==> src/rtl/smm_pkg.sv <==
// Shared types and constants of the square matrix multiply block.
package smm_pkg;

   localparam int ElemWidth  = 16;
   localparam int ProdWidth  = 2 * ElemWidth;
   localparam int SumWidth   = 38;
   localparam int IdxWidth   = 6;
   localparam int SizeWidth  = 7;
   localparam int ReqWidth   = 32;
   localparam int RspWidth   = 56;
   localparam int CsrAddrWidth = 3;
   localparam int CsrDataWidth = 32;

   typedef enum logic [1:0] {
      OP_WRITE_A = 2'd0,
      OP_WRITE_B = 2'd1,
      OP_READ_C  = 2'd2,
      OP_NONE    = 2'd3
   } opcode_type;

   typedef enum logic [1:0] {
      ST_IDLE,
      ST_ISSUE,
      ST_DRAIN,
      ST_FINISH
   } state_type;

   typedef enum logic {
      REG_SIZE_IN_USE = 1'b0,
      REG_UNUSED      = 1'b1
   } reg_index_type;

   typedef struct packed {
      logic req_accept;
      logic op_read;
      logic mac_busy;
      logic out_free;
   } seq_status_type;

   typedef struct packed {
      logic ready;
      logic start;
      logic issue;
      logic load;
   } seq_ctrl_type;

endpackage

==> src/rtl/smm_mac.sv <==
// Shared multiply-accumulate unit: registered product, then accumulate.
module smm_mac (
   input  logic                                clock,
   input  logic                                reset,
   input  logic                                clear,
   input  logic                                in_valid,
   input  logic signed [smm_pkg::ElemWidth-1:0] a,
   input  logic signed [smm_pkg::ElemWidth-1:0] b,
   output logic signed [smm_pkg::SumWidth-1:0]  sum,
   output logic                                busy
);

   logic signed [smm_pkg::ProdWidth-1:0] prod_ff, prod_in;
   logic                                 prod_vld_ff, prod_vld_in;
   logic signed [smm_pkg::SumWidth-1:0]  sum_ff, sum_in;

   always_comb begin
      prod_in     = a * b;
      prod_vld_in = in_valid;
      if (clear) begin
         sum_in = '0;
      end else if (prod_vld_ff) begin
         sum_in = sum_ff + smm_pkg::SumWidth'(prod_ff);
      end else begin
         sum_in = sum_ff;
      end
   end

   always_ff @(posedge clock) begin
      if (reset) begin
         prod_vld_ff <= 1'b0;
      end else begin
         prod_vld_ff <= prod_vld_in;
      end
      prod_ff <= prod_in;
      sum_ff  <= sum_in;
   end

   assign sum  = sum_ff;
   assign busy = prod_vld_ff;

endmodule

==> config.mk <==
export PLATFORM = sky130hd
export DESIGN_NAME = smm_mac
export DESIGN_NICKNAME = d
export VERILOG_FILES = /design/src/rtl/smm_pkg.sv /design/src/rtl/smm_mac.sv
export SDC_FILE = /design/constraint.sdc
export NUM_CORES = 1
export LEC_CHECK = 0
export BUFFER_PORTS_ARGS = -buffer_cell sky130_fd_sc_hd__buf_2
export CAP_MARGIN = 10
export CELL_PAD_IN_SITES_DETAIL_PLACEMENT = 0
export CELL_PAD_IN_SITES_GLOBAL_PLACEMENT = 1
export CORE_MARGIN = 5
export CORE_UTILIZATION = 54
export CTS_BUF_LIST = sky130_fd_sc_hd__clkbuf_2
export DETAILED_ROUTE_END_ITERATION = 8
export GPL_ROUTABILITY_DRIVEN = 0
export GPL_TIMING_DRIVEN = 1
export PLACE_DENSITY = 0.9
export SETUP_SLACK_MARGIN = 0.4
export SLEW_MARGIN = 10
export SYNTH_ARGS = -nofsm -noshare
export SYNTH_HDL_FRONTEND = slang
export SYNTH_SLANG_ARGS = --single-unit
==> constraint.sdc <==
create_clock -name clock -period 14 [get_ports clock]
set_input_delay 4.2 -clock clock [delete_from_list [all_inputs] [get_ports clock]]
set_output_delay 4.2 -clock clock [all_outputs]
set_load 0.01 [all_outputs]
==> impl_metrics.json <==
{
  "relSlewSlack": 0.477,
  "synth_seq_area_share": 0.102,
  "tns_ns": 0,
  "start_kind": "input port",
  "drc": 0,
  "setup_viol": 0,
  "tightest_slew_ns": 0.785,
  "yosys.area.top_type_share": 0.377,
  "htreeDepth": 3,
  "synthArstFlopShare": 0,
  "holdWs_ns": 0.498,
  "hold_viol": 0,
  "drv_slew": 0,
  "initial_utilization": 0.551,
  "io_buffers": 74,
  "grt_first_pass_wirelength_um": 53000,
  "slowest_stage": "fa_1",
  "rsz0062_at_grt": "false",
  "cp_data_required_time_ns": 14.49,
  "cts_buffer_depth": 2,
  "routedWlPerCell_um": 16.5,
  "hold_buffers": 0,
  "syn-cell-area_mm2": 0.0140,
  "grt_pass1_vias": 11100,
  "std_cell_rows": 58,
  "cts_made_buffers": 9,
  "ys_warn_count": 0,
  "synth-edff-count": 0,
  "synth.area.top_cells": "fa_1 38%, ha_1 11%, dfxtp_1 10%, inv_1 7.9%, and2_1 6.0%",
  "fin_util": 0.579,
  "cts_root_buf": "clkbuf_2",
  "period_share": 0.693,
  "io_pins": 75,
  "syn_nets": 1956,
  "die_w_um": 171,
  "path_common_cell": "fa_1",
  "cp_max_fo": 16,
  "synth_seq_cells": 71,
  "vias": 10500,
  "post_cts_buffers": 0,
  "clk_pin_slew_worst_paths_ns": 0.23,
  "clock_latency_ns": 0.56,
  "met2_usage": 0.416,
  "fp.dieArea_mm2": 0.0291,
  "grtUsageMet3": 0.0183,
  "ant_nets": 0,
  "cts_tree": "built",
  "synth.largest_area_cell": "fa_1",
  "preCtsSetupSlack_ns": 3.74,
  "finalCriticalPeriod_ns": 9.71,
  "status": "finished clean",
  "max_freq_mhz": 103,
  "holdCritPathClass": "register to register",
  "antenna_found_initial": 1,
  "grt_max_degree": 40,
  "synth_most_common_cell": "inv_1",
  "syn-instance-count": 1538,
  "clock_sinks": 71,
  "place_hpwl_um": 26600,
  "synth_cell_types": 88,
  "drive_gt1_frac": 0.0791,
  "top_usage_layer": "met2",
  "fin_nets": 1993,
  "crit_chain": "buf_2, nand2_1, inv_1, fa_1, fa_1, fa_1, fa_1, fa_1, inv_1, fa_1, inv_1, ha_1, or2_2, nor3b_1, and2_1, a22oi_1, o211ai_1, a31o_2, a21oi_1, xnor2_1",
  "vias_per_cell": 5.49,
  "critPathArrivalTime_ns": 10.19,
  "syn_area_per_cell_um2": 9.07,
  "synth_common_cells": "292 x inv_1, 263 x fa_1, 159 x nand2_1",
  "dr.pass1.iters": 5,
  "synthToLayoutAreaGrowth_pct": 5.04,
  "grt_usage": 0.224,
  "use_met1": 0.280,
  "drtIter0Drc": 469,
  "grt-ovfl-total": 0,
  "drt-total-wl_um": 31500,
  "coreArea_mm2": 0.0253,
  "maxCapViolCount": 0,
  "die_h_um": 171,
  "clock_skew_ns": 0.0497,
  "cp-end-kind": "register",
  "worst_slack_ns": 4.29,
  "slowest_delay_ns": 0.82,
  "critPathKind": "input port to register",
  "cts-resized-gates": 0,
  "synthFlopType": "dfxtp_1"
}
## worst max-delay path: cells and delay by family
| family | cells | cell delay [ns] |
|---|---|---|
| buffers and inverters | 4 | 0.49 |
| and+or+nand+nor | 4 | 0.76 |
| xor gates and xnor gates | 1 | 0.14 |
| AOI/OAI and AO/OA | 4 | 0.89 |
| adders and majority gates | 7 | 3.67 |
## layout make-up
type	count	area, um^2
Tap cell	330	413
Inverter	293	1100
Antenna cell	1	2.50
Clock inverter	7	62.6
Timing Repair Buffer	76	385
Fill cell	2310	10700
Sequential cell	71	1420
Multi-Input combinational cell	1124	11200
Clock buffer	9	45.0
## metrics by stage
step	cells	cell area [um^2]
after floorplan	1538	14000
after global placement	1894	14500
after detailed placement	1894	14500
after CTS	1910	14700
after global routing	1911	14700
final	1911	14700
## worst paths after layout
path	end	startpoint	slack [ns]	cells after the start
max reg2reg	sum[34]	sum[0]	10.93	11
min	sum[28]	sum[28]	0.50	2
max	prod_ff[31]	b[1]	4.29	20
min reg2reg	sum[28]	sum[28]	0.50	2
## state kept, by name, indices dropped and copies added, names as in the netlist
signal / cells
busy: 1
prod_ff: 32
sum: 38
## routing by layer
metal	up-vias	share of wire	routed length, um
met1	5288	0.42	13200
met4	0	0.024	762
met3	55	0.029	925
met2	209	0.53	16600
met5	-	0	0
li1	4934	-	-
## logic make-up after synthesis
kind of cell / count (synthesis) / share of synthesized area
mux: 15 / 0.0109
compound gates: 209 / 0.111
flops: 71 / 0.102
fa+ha+maj: 382 / 0.484
buf+inv: 343 / 0.0935
simple gates: 470 / 0.169
xor+xnor: 48 / 0.0301
## cell usage in the layout (no fill, tap or decap), types with 3 or more instances in the layout
| cell type | count |
|---|---|
| and3_1 | 8 |
| nand4_1 | 7 |
| nor2b_1 | 9 |
| a21boi_1 | 5 |
| mux2i_1 | 14 |
| or2_2 | 5 |
| nand3_1 | 24 |
| or3_1 | 6 |
| xnor2_1 | 35 |
| nor2_1 | 73 |
| a31oi_1 | 6 |
| fa_1 | 263 |
| o211ai_1 | 7 |
| ha_1 | 119 |
| dfxtp_1 | 71 |
| a211oi_2 | 3 |
| a211oi_1 | 11 |
| clkinv_4 | 3 |
| a32o_1 | 3 |
| o21ai_1 | 5 |
| clkbuf_2 | 9 |
| a21oi_2 | 4 |
| o22ai_1 | 4 |
| or4_1 | 4 |
| o21a_1 | 11 |
| a21o_1 | 24 |
| o21ai_0 | 27 |
| xor2_1 | 13 |
| nand2b_1 | 11 |
| buf_2 | 74 |
| inv_1 | 292 |
| nor3_1 | 16 |
| nand2_1 | 159 |
| nand3b_1 | 5 |
| a21oi_1 | 50 |
| and2_1 | 133 |
| o21bai_1 | 4 |
Power is not shown: default switching activity piles up to over one toggle a cycle in this logic, so the estimate is an artifact.
