[config.mk]
export PLATFORM = sky130hd
export DESIGN_NAME = smm_seq
export DESIGN_NICKNAME = d
export VERILOG_FILES = /design/src/rtl/smm_pkg.sv /design/src/rtl/smm_seq.sv
export SDC_FILE = /design/constraint.sdc
export NUM_CORES = 1
export LEC_CHECK = 0
export ABC_AREA = 1
export ABC_CLOCK_PERIOD_IN_PS = 4800
export BUFFER_PORTS_ARGS = -buffer_cell sky130_fd_sc_hd__buf_2
export CAP_MARGIN = 40
export CORE_MARGIN = 5
export CORE_UTILIZATION = 40
export CTS_CLUSTER_DIAMETER = 80
export DETAILED_ROUTE_END_ITERATION = 8
export PLACE_DENSITY = 0.65
export RECOVER_POWER = 100
export SLEW_MARGIN = 30
export SYNTH_ARGS = -nofsm -noshare
export SYNTH_HDL_FRONTEND = slang
export SYNTH_SLANG_ARGS = --single-unit
[constraint.sdc]
create_clock -name clock -period 4.8 [get_ports clock]
set_input_delay 0.48 -clock clock [delete_from_list [all_inputs] [get_ports clock]]
set_output_delay 0.48 -clock clock [all_outputs]
set_load 0.05 [all_outputs]
[src/rtl/smm_pkg.sv]
// Shared types and constants of the square matrix multiply block.
package smm_pkg;

   localparam int ElemWidth  = 16;
   localparam int ProdWidth  = 2 * ElemWidth;
   localparam int SumWidth   = 38;
   localparam int IdxWidth   = 6;
   localparam int SizeWidth  = 7;
   localparam int ReqWidth   = 32;
   localparam int RspWidth   = 56;
   localparam int CsrAddrWidth = 3;
   localparam int CsrDataWidth = 32;

   typedef enum logic [1:0] {
      OP_WRITE_A = 2'd0,
      OP_WRITE_B = 2'd1,
      OP_READ_C  = 2'd2,
      OP_NONE    = 2'd3
   } opcode_type;

   typedef enum logic [1:0] {
      ST_IDLE,
      ST_ISSUE,
      ST_DRAIN,
      ST_FINISH
   } state_type;

   typedef enum logic {
      REG_SIZE_IN_USE = 1'b0,
      REG_UNUSED      = 1'b1
   } reg_index_type;

   typedef struct packed {
      logic req_accept;
      logic op_read;
      logic mac_busy;
      logic out_free;
   } seq_status_type;

   typedef struct packed {
      logic ready;
      logic start;
      logic issue;
      logic load;
   } seq_ctrl_type;

endpackage

[src/rtl/smm_seq.sv]
// Sequencer that steps the shared unit over one row and one column.
module smm_seq #(
   parameter int DIM = 64
) (
   input  logic                          clock,
   input  logic                          reset,
   input  smm_pkg::seq_status_type       status,
   input  logic [$clog2(DIM+1)-1:0]      limit,
   output smm_pkg::seq_ctrl_type         ctrl
);

   localparam int KW = $clog2(DIM + 1);

   smm_pkg::state_type state_ff, state_in;
   logic [KW-1:0]      count_ff, count_in;
   logic [KW-1:0]      limit_ff, limit_in;

   always_comb begin
      state_in = state_ff;
      unique case (state_ff)
         smm_pkg::ST_IDLE: begin
            if (status.req_accept && status.op_read) begin
               state_in = (limit != '0) ? smm_pkg::ST_ISSUE : smm_pkg::ST_DRAIN;
            end
         end
         smm_pkg::ST_ISSUE: begin
            if (count_ff == limit_ff - KW'(1)) begin
               state_in = smm_pkg::ST_DRAIN;
            end
         end
         smm_pkg::ST_DRAIN: begin
            if (!status.mac_busy) begin
               state_in = smm_pkg::ST_FINISH;
            end
         end
         smm_pkg::ST_FINISH: begin
            if (status.out_free) begin
               state_in = smm_pkg::ST_IDLE;
            end
         end
         default: state_in = smm_pkg::ST_IDLE;
      endcase
   end

   always_comb begin
      ctrl       = '0;
      count_in   = count_ff;
      limit_in   = limit_ff;
      unique case (state_ff)
         smm_pkg::ST_IDLE: begin
            ctrl.ready = 1'b1;
            if (status.req_accept && status.op_read) begin
               ctrl.start = 1'b1;
               count_in   = '0;
               limit_in   = limit;
            end
         end
         smm_pkg::ST_ISSUE: begin
            ctrl.issue = 1'b1;
            count_in   = count_ff + KW'(1);
         end
         smm_pkg::ST_DRAIN: begin
         end
         smm_pkg::ST_FINISH: begin
            ctrl.load = status.out_free;
         end
         default: begin
         end
      endcase
   end

   always_ff @(posedge clock) begin
      if (reset) begin
         state_ff <= smm_pkg::ST_IDLE;
      end else begin
         state_ff <= state_in;
      end
      count_ff <= count_in;
      limit_ff <= limit_in;
   end

endmodule

==> impl_metrics.py <==
metrics = {
    "clock_tree": {
        "clock_path_buffers": 2,
        "ctsResizeCount": 0,
        "clk_latency_ps": 280,
        "cts_buffers": 3,
        "clock_sinks": 16,
        "cts-root-buf": "clkbuf_4",
        "htreeDepth": 1,
        "cts_tree": "yes",
        "postCtsSetupRepairBufs": 0,
        "path_clk_slew_ps": 90,
        "cts_hold_buffers": 0,
    },
    "layout": {
        "num_antenna_cells": 0,
        "fillers": 241,
        "syn_to_final_growth_pct": 13.3,
        "drive_above_1_share_pct": 12.7,
        "final_nets": 162,
        "final_cell_count_no_fill": 172,
    },
    "global_routing": {
        "grt_usage_pct": 12.6,
        "grt_pass1_wl_um": 3370,
        "antenna_found_initial": 0,
        "grt_pass1_vias": 834,
        "grt_max_degree": 10,
        "grt_overflow_total": 0,
    },
    "floorplanning": {
        "rows": 18,
        "die_width_um": 60.2,
        "fp.dieH_um": 60.2,
        "initial_core_util_pct": 41.1,
        "pin_count": 17,
        "die_area_mm2": 0.00363,
        "coreArea_mm2": 0.00245,
    },
    "yosys": {
        "syn-cell-area_mm2": 0.00101,
        "synth_top_area_share_pct": 41.7,
        "seq_area_frac_synth_pct": 45.7,
        "syn-num-nets": 141,
        "synth.area.top_cells": "edfxtp_1, nand2_1, ha_1",
        "yosysTopAreaCell": "edfxtp_1",
        "ys_types": 22,
        "synth_warnings": 0,
        "synth.avg_cell_area_um2": 8.27,
        "ys_seq_elements": 16,
        "syn_inst": 122,
    },
    "setup_path": {
        "path_max_fanout": 8,
        "critical_path_class": "reg2out",
        "critPathArrivalTime_ps": 2000,
        "reg2reg_slack_ps": 2990,
        "end_kind": "output pin",
        "crit_required_ps": 4320,
        "critPathLaunchType": "flip-flop",
    },
    "routing": {
        "dr.pass1.iters": 4,
        "finalWirelength_um": 1830,
        "first_iter_violations": 22,
        "remaining_drc_errors": 0,
        "vias": 816,
        "ant_nets": 0,
        "via_per_inst": 4.74,
        "wire_per_inst_um": 10.6,
    },
    "sta": {
        "max_slew_margin_pct": 57.0,
        "final.min_clock_period_ps": 2480,
        "finClkSkew_ps": 6.52,
        "timing.final.setup_violations": 0,
        "tns_ps": 0,
        "slew_violations": 0,
        "tightestPinTransition_ps": 645,
        "rsz0062_at_grt": "no",
        "holdWs_ps": 379,
        "fmax_ghz": 0.403,
        "post-route-period-util_pct": 51.7,
        "finalHoldViolations": 0,
    },
    "placed_design": {
        "hpwl_um": 1550,
        "port_buffers": 16,
        "dp.cells": 168,
        "gp_congestion": 0.784,
    },
    "pwr": {
        "ir_drop_mv": 0.369,
        "p_total_w": 0.000678,
        "power_density_mw_per_mm2": 593,
        "leakagePower_nw": 0.531,
    },
    "run": {
        "maxCapViolCount": 0,
    },
    "run_status": {
        "status": "finished, final reports clean",
    },
    "worst_hold_path": {
        "hp-class": "in2reg",
    },
}
[routing by layer]
| metal | vias to the layer above | GRT usage, % | part of all wire (%) |
|---|---|---|---|
| met4 | 0 | 8.54 | 3.8 |
| met2 | 14 | 20.7 | 47 |
| met3 | 8 | 2.81 | 4.4 |
| met1 | 356 | 14.3 | 45 |
| li1 | 438 | - | - |
| met5 | - | 0 | 0 |
[cell type report]
type | count | area [um^2] | share of cell area (%)
clock buffer | 4 | 26.3 | 2.30
inverter | 18 | 67.6 | 5.91
multi-input combinational | 88 | 478 | 41.8
sequential | 16 | 460 | 40.3
tap | 30 | 37.5 | 3.29
timing repair buffer | 16 | 72.6 | 6.35
[path summary, 6_finish.rpt]
| kind | from | end | depth (start not counted) |
|---|---|---|---|
| setup / recovery | state_ff[0] | ctrl[2] | 5 |
| setup reg to reg | state_ff[0] | count_ff[2] | 5 |
| hold reg to reg | state_ff[1] | state_ff[1] | 4 |
| hold / removal | limit[0] | limit_ff[0] | 1 |
[Yosys cell counts, drive strengths merged]
cell type  number
a21o            1
a21oi           5
a221oi          1
and3            1
dfxtp           2
edfxtp         14
ha              6
inv            18
nand2          31
nand3           7
nand3b          1
nand4           1
nor2           22
nor3            2
nor4            2
o21ai           2
or2             1
xnor2           2
xor2            3
[cells in the final DEF (no fill, tap or decap)]
cell      Yosys  final
nor2_2        2      2
a21o_1        1      1
clkbuf_4      0      3
nand2_2       2      1
a221oi_4      1      1
xor2_1        3      3
nand3b_1      1      1
inv_1        16     17
nand4_1       1      1
xnor2_1       2      2
o21ai_0       2      2
nand3_1       7      7
dfxtp_1       2      2
nor2_1       20     20
inv_2         2      1
or2_0         0      1
nand2_1      29     30
edfxtp_1     14     14
nor4_1        2      2
nor3_1        2      2
clkbuf_1      0      7
and3_1        1      1
a21oi_1       5      5
ha_1          6      6
buf_2         0     10
[where the power goes]
group | switching, W | leakage (nW) | internal (W)
Sequential | 0.0000391 | 0.151 | 0.000223
Combinational | 0.000235 | 0.365 | 0.000109
Clock | 0.0000402 | 0.0150 | 0.0000323
Total | 0.000314 | 0.531 | 0.000364
[cell families after synthesis]
logic type / synth area share (%)
AO/OA/AOI/OAI: 6.82
XOR/XNOR: 4.34
adder cells (fa/ha/maj): 7.44
buffers and inverters: 6.70
flip-flops: 45.7
AND/OR/NAND/NOR: 29.0
[worst max-delay path, cell delays in order (launching register included)]
cell      delay [ps]
dfxtp_1          330
inv_1            100
ha_1             190
inv_1            100
nor2_1           470
clkbuf_1         520
[flip-flops by register name, summed over array words and instances (netlist names)]
signal and cells:
count_ff 7, state_ff 2, limit_ff 7
[per-stage QoR]
step / util (%) / area [um^2] / worst slack [ps]
after floorplan: - / 1010 / 2340
after global placement: 45.9 / 1130 / 2850
after detailed placement: 45.9 / 1130 / 2780
after CTS: 46.9 / 1150 / 2460
after global routing: 46.5 / 1140 / 2090
final: 46.5 / 1140 / 2320
No activity file was read; power rests on OpenSTA's default activity.
